--- src/rtl/stbs_pkg.sv ---
// Shared types and constants for the sorted table search block.
// No dependencies.
package stbs_pkg;

  localparam int TABLE_SIZE_DEF = 16;
  localparam int KEY_CHARS_DEF  = 8;
  localparam int KEY_W          = 64;
  localparam int POS_W          = 5;

  typedef enum logic [2:0] {
    ST_IDLE,
    ST_SORT_RDA,
    ST_SORT_LDA,
    ST_SORT_CMP,
    ST_SORT_WRA,
    ST_SRCH_RD,
    ST_SRCH_CMP
  } state_t;

  typedef struct packed {
    logic lt;
    logic eq;
  } cmp_res_t;

endpackage

--- src/rtl/sorted_table_binary_search.sv ---
// Top level of the sorted table search: sequencer, key table and comparator.
// Depends on stbs_pkg, stbs_mem, stbs_cmp.
//
// channel   direction  handshake            payload
// in_       in         start && !busy       in_req_type, in_key
// out_      out        out_valid (1 cycle)  out_found, out_position
//
// The load that fills the table starts an exchange sort on the single table
// read port, in passes over start index a.
// A search runs probes of a read and then a compare, at most log2(N)+1 probes;
// the result strobes in the same cycle that busy falls.
// Synchronous active-low reset empties the table; results cannot be held off.
module sorted_table_binary_search
  import stbs_pkg::*;
#(
  parameter int TABLE_SIZE = TABLE_SIZE_DEF,
  parameter int KEY_CHARS  = KEY_CHARS_DEF
) (
  input  logic             clk,
  input  logic             rst_n,
  input  logic             start,
  output logic             busy,
  input  logic             in_req_type,
  input  logic [KEY_W-1:0] in_key,
  output logic             out_valid,
  output logic             out_found,
  output logic [POS_W-1:0] out_position
);

  localparam int KW    = 8 * KEY_CHARS;
  localparam int IDX_W = (TABLE_SIZE > 1) ? $clog2(TABLE_SIZE) : 1;
  localparam int CNT_W = $clog2(TABLE_SIZE + 1);
  localparam int PW    = (IDX_W + 1 > POS_W) ? IDX_W + 1 : POS_W;

  state_t             state_r, state_nxt;
  logic [CNT_W-1:0]   fill_r, fill_nxt;
  logic               sorted_r, sorted_nxt;
  logic [IDX_W-1:0]   a_r, a_nxt;
  logic [IDX_W-1:0]   b_r, b_nxt;
  logic [IDX_W-1:0]   mid_r, mid_nxt;
  logic [CNT_W-1:0]   lo_r, lo_nxt;
  logic [CNT_W-1:0]   hx_r, hx_nxt;   // exclusive upper bound of the range
  logic [KW-1:0]      op_r, op_nxt;   // running minimum while sorting, search key otherwise
  logic               out_valid_r, out_valid_nxt;
  logic               out_found_r, out_found_nxt;
  logic [POS_W-1:0]   out_pos_r, out_pos_nxt;

  logic               mem_we;
  logic [IDX_W-1:0]   mem_waddr;
  logic [KW-1:0]      mem_wdata;
  logic [IDX_W-1:0]   mem_raddr;
  logic [KW-1:0]      mem_rdata;
  cmp_res_t           cmp;

  logic               fills_table;
  logic               range_open;
  logic [CNT_W:0]     mid_sum;
  logic [IDX_W-1:0]   mid_probe;
  logic [PW-1:0]      pos_ext;

  stbs_mem #(
    .DEPTH (TABLE_SIZE),
    .WIDTH (KW),
    .AW    (IDX_W)
  ) u_mem (
    .clk   (clk),
    .we    (mem_we),
    .waddr (mem_waddr),
    .wdata (mem_wdata),
    .raddr (mem_raddr),
    .rdata (mem_rdata)
  );

  stbs_cmp #(
    .WIDTH (KW)
  ) u_cmp (
    .a   (op_r),
    .b   (mem_rdata),
    .res (cmp)
  );

  assign fills_table = (fill_r == CNT_W'(TABLE_SIZE - 1));
  assign range_open  = sorted_r && (lo_r < hx_r);
  assign mid_sum     = {1'b0, lo_r} + {1'b0, hx_r} - (CNT_W + 1)'(1);
  assign mid_probe   = mid_sum[IDX_W:1];
  assign pos_ext     = PW'(mid_r) + PW'(1);

  // next state
  always_comb begin
    state_nxt = state_r;
    unique case (state_r)
      ST_IDLE: begin
        if (start) begin
          if (in_req_type) begin
            state_nxt = ST_SRCH_RD;
          end else if (fills_table) begin
            state_nxt = ST_SORT_RDA;
          end
        end
      end
      ST_SORT_RDA: state_nxt = ST_SORT_LDA;
      ST_SORT_LDA: state_nxt = ST_SORT_CMP;
      ST_SORT_CMP: begin
        if (b_r == IDX_W'(TABLE_SIZE - 1)) begin
          state_nxt = ST_SORT_WRA;
        end
      end
      ST_SORT_WRA: begin
        state_nxt = (a_r == IDX_W'(TABLE_SIZE - 2)) ? ST_IDLE : ST_SORT_RDA;
      end
      ST_SRCH_RD:  state_nxt = range_open ? ST_SRCH_CMP : ST_IDLE;
      ST_SRCH_CMP: state_nxt = cmp.eq ? ST_IDLE : ST_SRCH_RD;
      default:     state_nxt = ST_IDLE;
    endcase
  end

  // datapath and table control
  always_comb begin
    fill_nxt      = fill_r;
    sorted_nxt    = sorted_r;
    a_nxt         = a_r;
    b_nxt         = b_r;
    mid_nxt       = mid_r;
    lo_nxt        = lo_r;
    hx_nxt        = hx_r;
    op_nxt        = op_r;
    out_valid_nxt = 1'b0;
    out_found_nxt = out_found_r;
    out_pos_nxt   = out_pos_r;
    mem_we        = 1'b0;
    mem_waddr     = '0;
    mem_wdata     = op_r;
    mem_raddr     = '0;
    unique case (state_r)
      ST_IDLE: begin
        if (start) begin
          if (!in_req_type) begin
            mem_we    = 1'b1;
            mem_wdata = in_key[KW-1:0];
            a_nxt     = '0;
            if (fill_r == CNT_W'(TABLE_SIZE)) begin
              // full table: this key opens a new one
              mem_waddr  = '0;
              fill_nxt   = CNT_W'(1);
              sorted_nxt = 1'b0;
            end else begin
              mem_waddr = fill_r[IDX_W-1:0];
              fill_nxt  = fill_r + CNT_W'(1);
            end
          end else begin
            op_nxt = in_key[KW-1:0];
            lo_nxt = '0;
            hx_nxt = CNT_W'(TABLE_SIZE);
          end
        end
      end
      ST_SORT_RDA: begin
        mem_raddr = a_r;
      end
      ST_SORT_LDA: begin
        op_nxt    = mem_rdata;
        mem_raddr = a_r + IDX_W'(1);
        b_nxt     = a_r + IDX_W'(1);
      end
      ST_SORT_CMP: begin
        if (!cmp.lt && !cmp.eq) begin
          // held entry is larger: park it at b, keep the smaller one
          mem_we    = 1'b1;
          mem_waddr = b_r;
          op_nxt    = mem_rdata;
        end
        mem_raddr = b_r + IDX_W'(1);
        b_nxt     = b_r + IDX_W'(1);
      end
      ST_SORT_WRA: begin
        mem_we    = 1'b1;
        mem_waddr = a_r;
        a_nxt     = a_r + IDX_W'(1);
        if (a_r == IDX_W'(TABLE_SIZE - 2)) begin
          sorted_nxt = 1'b1;
        end
      end
      ST_SRCH_RD: begin
        mem_raddr = mid_probe;
        mid_nxt   = mid_probe;
        if (!range_open) begin
          out_valid_nxt = 1'b1;
          out_found_nxt = 1'b0;
          out_pos_nxt   = '0;
        end
      end
      ST_SRCH_CMP: begin
        priority if (cmp.eq) begin
          out_valid_nxt = 1'b1;
          out_found_nxt = 1'b1;
          out_pos_nxt   = pos_ext[POS_W-1:0];
        end else if (cmp.lt) begin
          hx_nxt = CNT_W'(mid_r);
        end else begin
          lo_nxt = CNT_W'(mid_r) + CNT_W'(1);
        end
      end
      default: begin
      end
    endcase
  end

  always_ff @(posedge clk) begin
    if (!rst_n) begin
      state_r     <= ST_IDLE;
      fill_r      <= '0;
      sorted_r    <= 1'b0;
      out_valid_r <= 1'b0;
    end else begin
      state_r     <= state_nxt;
      fill_r      <= fill_nxt;
      sorted_r    <= sorted_nxt;
      out_valid_r <= out_valid_nxt;
    end
  end

  always_ff @(posedge clk) begin
    a_r         <= a_nxt;
    b_r         <= b_nxt;
    mid_r       <= mid_nxt;
    lo_r        <= lo_nxt;
    hx_r        <= hx_nxt;
    op_r        <= op_nxt;
    out_found_r <= out_found_nxt;
    out_pos_r   <= out_pos_nxt;
  end

  assign busy         = (state_r != ST_IDLE);
  assign out_valid    = out_valid_r;
  assign out_found    = out_found_r;
  assign out_position = out_pos_r;

endmodule

--- src/rtl/stbs_mem.sv ---
// Key table storage: one write port, one read port with registered data.
// Depends on nothing.
module stbs_mem #(
  parameter int DEPTH = 16,
  parameter int WIDTH = 64,
  parameter int AW    = 4
) (
  input  logic             clk,
  input  logic             we,
  input  logic [AW-1:0]    waddr,
  input  logic [WIDTH-1:0] wdata,
  input  logic [AW-1:0]    raddr,
  output logic [WIDTH-1:0] rdata
);

  logic [WIDTH-1:0] mem [DEPTH];
  logic [WIDTH-1:0] rdata_r;

  always_ff @(posedge clk) begin
    if (we) begin
      mem[waddr] <= wdata;
    end
  end

  always_ff @(posedge clk) begin
    rdata_r <= mem[raddr];
  end

  assign rdata = rdata_r;

endmodule

--- src/rtl/stbs_cmp.sv ---
// Shared key comparator, used by both the sort passes and the search probes.
// Depends on stbs_pkg.
module stbs_cmp
  import stbs_pkg::*;
#(
  parameter int WIDTH = 64
) (
  input  logic [WIDTH-1:0] a,
  input  logic [WIDTH-1:0] b,
  output cmp_res_t         res
);

  always_comb begin
    res.lt = (a < b);
    res.eq = (a == b);
  end

endmodule

--- config.mk ---
export PLATFORM = sky130hd
export DESIGN_NAME = sorted_table_binary_search
export DESIGN_NICKNAME = d
export VERILOG_FILES = /design/src/rtl/stbs_pkg.sv /design/src/rtl/sorted_table_binary_search.sv /design/src/rtl/stbs_mem.sv /design/src/rtl/stbs_cmp.sv
export SDC_FILE = /design/constraint.sdc
export NUM_CORES = 2
export LEC_CHECK = 0
export BUFFER_PORTS_ARGS = -buffer_cell sky130_fd_sc_hd__buf_2
export CORE_MARGIN = 4
export CORE_UTILIZATION = 40
export DETAILED_ROUTE_END_ITERATION = 6
export GPL_ROUTABILITY_DRIVEN = 0
export SYNTH_ARGS = -nofsm -noshare
export SYNTH_HDL_FRONTEND = slang
export SYNTH_SLANG_ARGS = --single-unit
--- constraint.sdc ---
create_clock -name clk -period 8.1 [get_ports clk]
set_input_delay 0.405 -clock clk [delete_from_list [all_inputs] [get_ports clk]]
set_output_delay 0.405 -clock clk [all_outputs]
set_load 0.01 [all_outputs]
## Yosys cells after proc, flatten, opt, wreduce, memory -nomap -nowiden

Memory sizes are Yosys's and may differ from the RTL's. A register that Yosys moved wholly into a read port is not among the register bits.
Cells that the tools add are included.

- Flip-flop bits (word level): 102
- RAM bits: 1024
- Input bits: 68
- Output and inout bits: 8
- Word-level logic and storage cells: 121
- Memories kept: 1

- $add $sub $neg: 6
- $lt $le $gt $ge: 2
- Equality and inequality tests: 24
- Multiplexer cells: 56
- Bitwise operators: 1
- Reductions and logical operators: 19

Memory list:

| memory | depth | bits a word | rd ports | clocked after memory_dff | write ports | line | text |
|---|---|---|---|---|---|---|---|
| u_mem.mem | 16 | 64 | 1 | 1 | 1 | stbs_mem.sv:16 | `logic [WIDTH-1:0] mem [DEPTH];` |

Operators with widths:

| cell | count |
|---|---|
| two-way mux 64 bit | 6 |
| one-hot mux 64 bit (3 select lines) | 1 |
| == test 64 bit | 1 |
| < comparator 64 bit | 1 |
| two-way mux 5 bit | 11 |
| one-hot mux 5 bit (2 select lines) | 3 |
| two-way mux 4 bit | 6 |
| != test 2 bit (second input constant) | 12 |
| one-hot mux 3 bit (7 select lines) | 1 |
| two-way mux 3 bit | 6 |
| one-hot mux 4 bit (2 select lines) | 2 |
| one-hot mux 4 bit (4 select lines) | 1 |
| AND reduction 5 bit | 3 |
| two-way mux 1 bit | 14 |
| one-hot mux 4 bit (3 select lines) | 1 |
| AND reduction 3 bit | 4 |
| == test 3 bit (second input constant) | 3 |
| adder 4 x 1 -> 4 bit (second input constant) | 2 |
| == test 4 bit (second input constant) | 2 |
| nonzero test 2 bit | 4 |
| == test 3 x 2 -> 1 bit (second input constant) | 2 |
| one-hot mux 1 bit (2 select lines) | 3 |
| nonzero test 3 bit | 2 |
| adder 4 x 1 -> 5 bit (second input constant) | 1 |
| 14 further kinds | 16 |

## Longest topological paths before layout

- Word-level depth: 7
- Mapped depth: 14
- Depth with buffers taken out: 12

## By module

A second synthesis with hierarchy kept.

- Cell total of the unflattened synthesis: 2578
- Area, all modules: 46973.8 um2

By module, submodules not included:

| module | instances | cells each | area each (um2) | sequential area each (um2) |
|---|---|---|---|---|
| stbs_mem | 1 | 1647 | 39581.7 | 32030.7 |
| sorted_table_binary_search | 1 | 698 | 5703.0 | 2962.8 |
| stbs_cmp | 1 | 233 | 1689.1 | 0.0 |

## Worst setup path before layout

OpenSTA, ideal clock, no wires.

- Path type: register to register
- Start: register op_r[33]
- End: memory u_mem.mem[4][0] (enable)
- Library setup time: 0.578 ns
- Data arrival time: 6.897 ns
- Required time: 7.522 ns
- Setup slack: 0.625 ns
- Cell stages (with the launch flop): 10
- Path buffers: 0
- Period minus slack after synthesis: 7.475 ns
- Cell sequence: edfxtp_1 ha_1 a21o_1 nand3_1 a21oi_1 o311a_2 a211oi_1 a21oi_4 a21oi_2 nor3b_1

- Word-level cells in the longest chain between the ends: 7
- Elaborated cells on any way between the ends: 11
- Those cells by class: order compare: 1; eq/ne: 1; mux: 6; reduce/logical: 3

Ends and longest elaborated chain:

| item | line | text |
|---|---|---|
| start: declaration | sorted_table_binary_search.sv:43 | `logic [KW-1:0] op_r, op_nxt;` |
| start signal: assignment | sorted_table_binary_search.sv:228 | `op_r <= op_nxt;` |
| < comparator 64 bit / == test 64 bit (equally long branches) | stbs_cmp.sv:14, stbs_cmp.sv:15 |  |
| logical NOT 1 bit | sorted_table_binary_search.sv:166 | `if (!cmp.lt && !cmp.eq) begin` |
| logical AND 1 bit (*) | sorted_table_binary_search.sv:166 |  |
| two-way mux 1 bit | sorted_table_binary_search.sv:166 |  |
| one-hot mux 1 bit (3 select lines) | sorted_table_binary_search.sv:134 | `unique case (state_r)` |
| two-way mux 1 bit | stbs_mem.sv:20 | `if (we) begin` |
| two-way mux 1 bit (implied by the code) | stbs_mem.sv:21 | `mem[waddr] <= wdata;` |
| end: declaration | stbs_mem.sv:16 |  |

Every way passes the cells marked *; elsewhere a longest branch is shown, timed or not.

## Final worst setup path

- Start: register op_r[53]
- End: register op_r[25] (enable)

- Word-level cells in the longest chain between the ends: 5
- Elaborated cells on any way between the ends: 7
- Those cells by class: order compare: 1; eq/ne: 2; reduce/logical: 4

Ends and longest elaborated chain:

| item | line |
|---|---|
| < comparator 64 bit / == test 64 bit (equally long branches) | stbs_cmp.sv:14, stbs_cmp.sv:15 |
| logical NOT 1 bit | sorted_table_binary_search.sv:166 |
| logical AND 1 bit (*) | sorted_table_binary_search.sv:166 |
| != test 2 bit (no line) (*) | - |
| AND reduction 4 bit (no line) (*) | - |

Marked as above.
A chain may end at the register's enable or synchronous reset.

==> results by group <==
Setup path
  • Bufs and invs on worst path: 1
  • CP Cell Sequence: ha_1 > nand4_2 > nor4_4 > nand2_2 > a311oi_1 > a21oi_2 > nand2_1 > o21ai_0 > o32ai_4 > buf_4
  • Type of origin of the critical path: flip-flop
  • FF-to-FF End: op_r[25]
  • Endpoint type of the worst setup path: flip-flop
  • R2r setup slk: roughly 3 ns
  • Cell family with most CP delay: compound AO/OA/AOI/OAI gates
  • WP data required: roughly 8.4 ns
  • CP arrival: about 5.4 ns
  • Critical-path top delay cell: buf_4
  • Path type of the worst setup path: reg2reg
  • Critical R2R Launch: op_r[53]
  • Worst-path maximum fanout: 46
  • Slowest stage delay, CP: 0.84 ns
  • R2r worst-path depth: 10

Synthesis
  • Flops & latches, synth: around 1,200
  • Async S/R FF share, synth: 0%
  • Syn_area_per_cell: around 13 µm²
  • Yosys warnings: 0
  • Synthesized area: a little under 50,000 µm²
  • Sequential-to-total area share from yosys stat: 71.6%
  • Netlist cell types: between 60 and 70
  • Post-Syn Nets: 3,811
  • Mapped Cells: ~3,700
  • Primary FF master, synth: edfxtp_1
  • Number of flops mapped to enable cells by yosys: 1,116

Clock tree
  • Clk Latency, worst-skew pair: approximately 0.7 ns
  • CTS tree: yes
  • H-tree depth: 3
  • Clk buf depth: 3
  • CTS Root Cell: clkbuf_16
  • Clk sinks: 1,190
  • Hold Buf Count CTS: 32
  • Post-CTS Setup Bufs: 0
  • Inserted Clock Buffers: between 100 and 150
  • Resize count post-CTS: 0
  • Reg clk slew, reported paths: ~0.060 ns

STA
  • Pins over their slew limit: 0
  • Number of setup violations in the final report: 0
  • Worst Max-Slew Pin Slew: about 1.3 ns
  • Fin crit share: 63.4%
  • Unrepaired setup endpoints after global routing: no
  • Skew final: between 0.03 and 0.04 ns
  • TNS Setup: 0 ns
  • Worst relative slew slack: 10.6%
  • Fmax: ~200 MHz
  • Fin. Hold Viols: 0
  • Minimum clock period: around 5.1 ns

Layout
  • Synth-to-Final Area Change: 12.7%
  • Final net count: ~3,800
  • Commonest non-fill, non-tap cell in the layout: edfxtp_1
  • Final Util: between 40% and 50%
  • Fraction of layout cells with a size suffix above 1: 9.25%
  • Footprint of the multi-input gates: 12,600 µm²
  • FF+latch area: 35,000 µm²
  • Most frequent cells in the layout: edfxtp_1, nand2_1, a211oi_1
  • Fillcell total: 10,642

Hold path
  • Min-Delay Path Depth: 3
  • Hold WC Path Type: in2reg
  • Hold EP: op_r[21]
  • Hold_sp: in_key[21]

Floorplanning
  • Die Height: ~360 µm
  • Die Footprint: around 130,000 µm²
  • Die Wd: roughly 360 µm
  • Initial Util: about two fifths
  • Total core area: between 100,000 and 150,000 µm²
  • Site Rows: around 130
  • IO Count: between 70 and 80

Global route
  • Initial antenna violation count: 3
  • Total GRT Usage: between 10% and 20%
  • Total gr overflow: 0
  • Vias in the first global route: 28,605
  • Largest net degree at the start of global routing: a little under 200
  • First-pass GRT wire length: 180,000 µm

Run
  • Max-cap violations: 0

Detailed routing
  • DRC Markers: 0
  • Routed WL: between 100,000 and 150,000 µm
  • Highest routed layer: met5
  • Met3 wire length: 6150 µm
  • Number of nets with antenna violations after routing: 0
  • WL met1: ~53,000 µm
  • Via count: roughly 30,000
  • Detailed Routing Iterations Pass 1: 5
  • Routed wl met2: 57,900 µm
  • Detailed Route Iter0 Violations: around 2,500
  • Vias per cell: roughly 5.5
  • Wire length per cell: about 22 µm

Pwr
  • Leak pwr: 18.6 nW
  • Total power: ~0.022 W
  • Pwr per Cell Area: just under 400 nW/µm²
  • Worst VDD drop: 0.326 mV

Outcome
  • Status: finished clean

Placed design
  • Detailed placer's ending HPWL: 62,900 µm
  • Port Buffers: between 70 and 80
[cell type report]
| type | instances | share of cell area [%] |
|---|---|---|
| timing repair buffer | 159 | 2.18 |
| inverter | 87 | 0.593 |
| multi-input combinational | 2138 | 22.9 |
| clock inverter | 56 | 1.21 |
| clock buffer | 165 | 5.92 |
| antenna | 1 | 0.00454 |
| tap | 1612 | 3.66 |
| sequential | 1190 | 63.5 |
[cell usage after synthesis (all sizes together) (2+ instances only)]
| library cell | count | area share (%) |
|---|---|---|
| a211oi | 325 | 5.0 |
| a21boi | 3 | 0.046 |
| a21o | 9 | 0.14 |
| a21oi | 176 | 1.9 |
| a22o | 3 | 0.054 |
| a311oi | 130 | 2.3 |
| a31o | 2 | 0.036 |
| a31oi | 129 | 1.7 |
| and2 | 264 | 3.4 |
| and3 | 3 | 0.038 |
| and4bb | 4 | 0.10 |
| buf | 131 | 1.4 |
| clkbuf | 115 | 0.88 |
| dfxtp | 74 | 3.0 |
| edfxtp | 1116 | 69 |
| ha | 81 | 2.1 |
| inv | 87 | 0.67 |
| mux2i | 5 | 0.10 |
| nand2 | 803 | 6.2 |
| nand2b | 2 | 0.026 |
| nand3 | 12 | 0.12 |
| nand4 | 16 | 0.26 |
| nor2 | 34 | 0.27 |
| nor3 | 6 | 0.082 |
| nor3b | 6 | 0.092 |
| nor4 | 4 | 0.095 |
| nor4b | 2 | 0.079 |
| o21a | 3 | 0.046 |
| o21ai | 83 | 0.85 |
| o22a | 2 | 0.036 |
| o32ai | 2 | 0.036 |
| or2 | 4 | 0.051 |
| xnor2 | 6 | 0.11 |
| xor2 | 6 | 0.11 |
[worst max path at each step]
| stage | startpoint | end | slack [ns] | depth (start not counted) |
|---|---|---|---|---|
| after floorplan | op_r[33] | u_mem.mem[4][0] | 0.63 | 9 |
| after global placement | op_r[53] | u_mem.mem[5][50] | 2.97 | 10 |
| after detailed placement | op_r[29] | u_mem.mem[9][38] | 2.87 | 10 |
| after CTS | op_r[31] | u_mem.mem[9][30] | 2.86 | 10 |
| after global routing | op_r[29] | u_mem.mem[9][37] | 2.74 | 10 |
| final | op_r[53] | op_r[25] | 2.96 | 10 |
[tightest hold or removal path, delay by kind of cell]
kind	cells	cell delay, ns
AOI/OAI and AO/OA	1	0.08
buffers and inverters	1	0.11
and+or+nand+nor	1	0.05
[metrics by stage]
step	instance area (µm²)	hold WS (ns)	instances	setup slack [ns]
after floorplan	48900	0.439	3661	0.625
after global placement	50800	0.475	5154	2.97
after detailed placement	50800	0.485	5154	2.87
after CTS	55100	0.000976	5407	2.86
after global routing	55100	0.0342	5407	2.74
final	55100	0.0446	5408	2.96
[routing by layer]
metal  vias to the layer above  global-route usage (%)
met3                       153                    2.42
li1                      13821                       -
met2                       739                    30.6
met1                     14936                    25.8
met4                         4                    4.88
met5                         -                       0
[flip-flops by register name, indices dropped and copies added (netlist names)]
| signal | cells |
|---|---|
| lo_r | 5 |
| state_r | 3 |
| mid_r | 4 |
| b_r | 4 |
| op_r | 64 |
| out_found | 1 |
| sorted_r | 1 |
| a_r | 4 |
| u_mem.mem | 1024 |
| out_valid | 1 |
| fill_r | 5 |
| out_position | 5 |
| hx_r | 5 |
| u_mem.rdata | 64 |
[kinds of logic (layout without fill, tap and decap cells)]
logic type / after synthesis / count (layout) / synth area share, %
muxes: 5 / 5 / 0.102
xor gates and xnor gates: 12 / 12 / 0.215
other: 0 / 1 / 0
DFF: 1190 / 1190 / 71.6
buffers and inverters: 333 / 467 / 2.92
and+or+nand+nor: 1165 / 1165 / 10.8
AOI/OAI and AO/OA: 874 / 874 / 12.2
adders and majority gates: 82 / 82 / 2.11
[power by group]
group	switching, W	internal (W)	total (W)
sequential	0.000212	0.00828	0.00850
clock	0.00231	0.00323	0.00554
combinational	0.00524	0.00226	0.00750
Note: power is estimated with default switching activity, not from simulation.
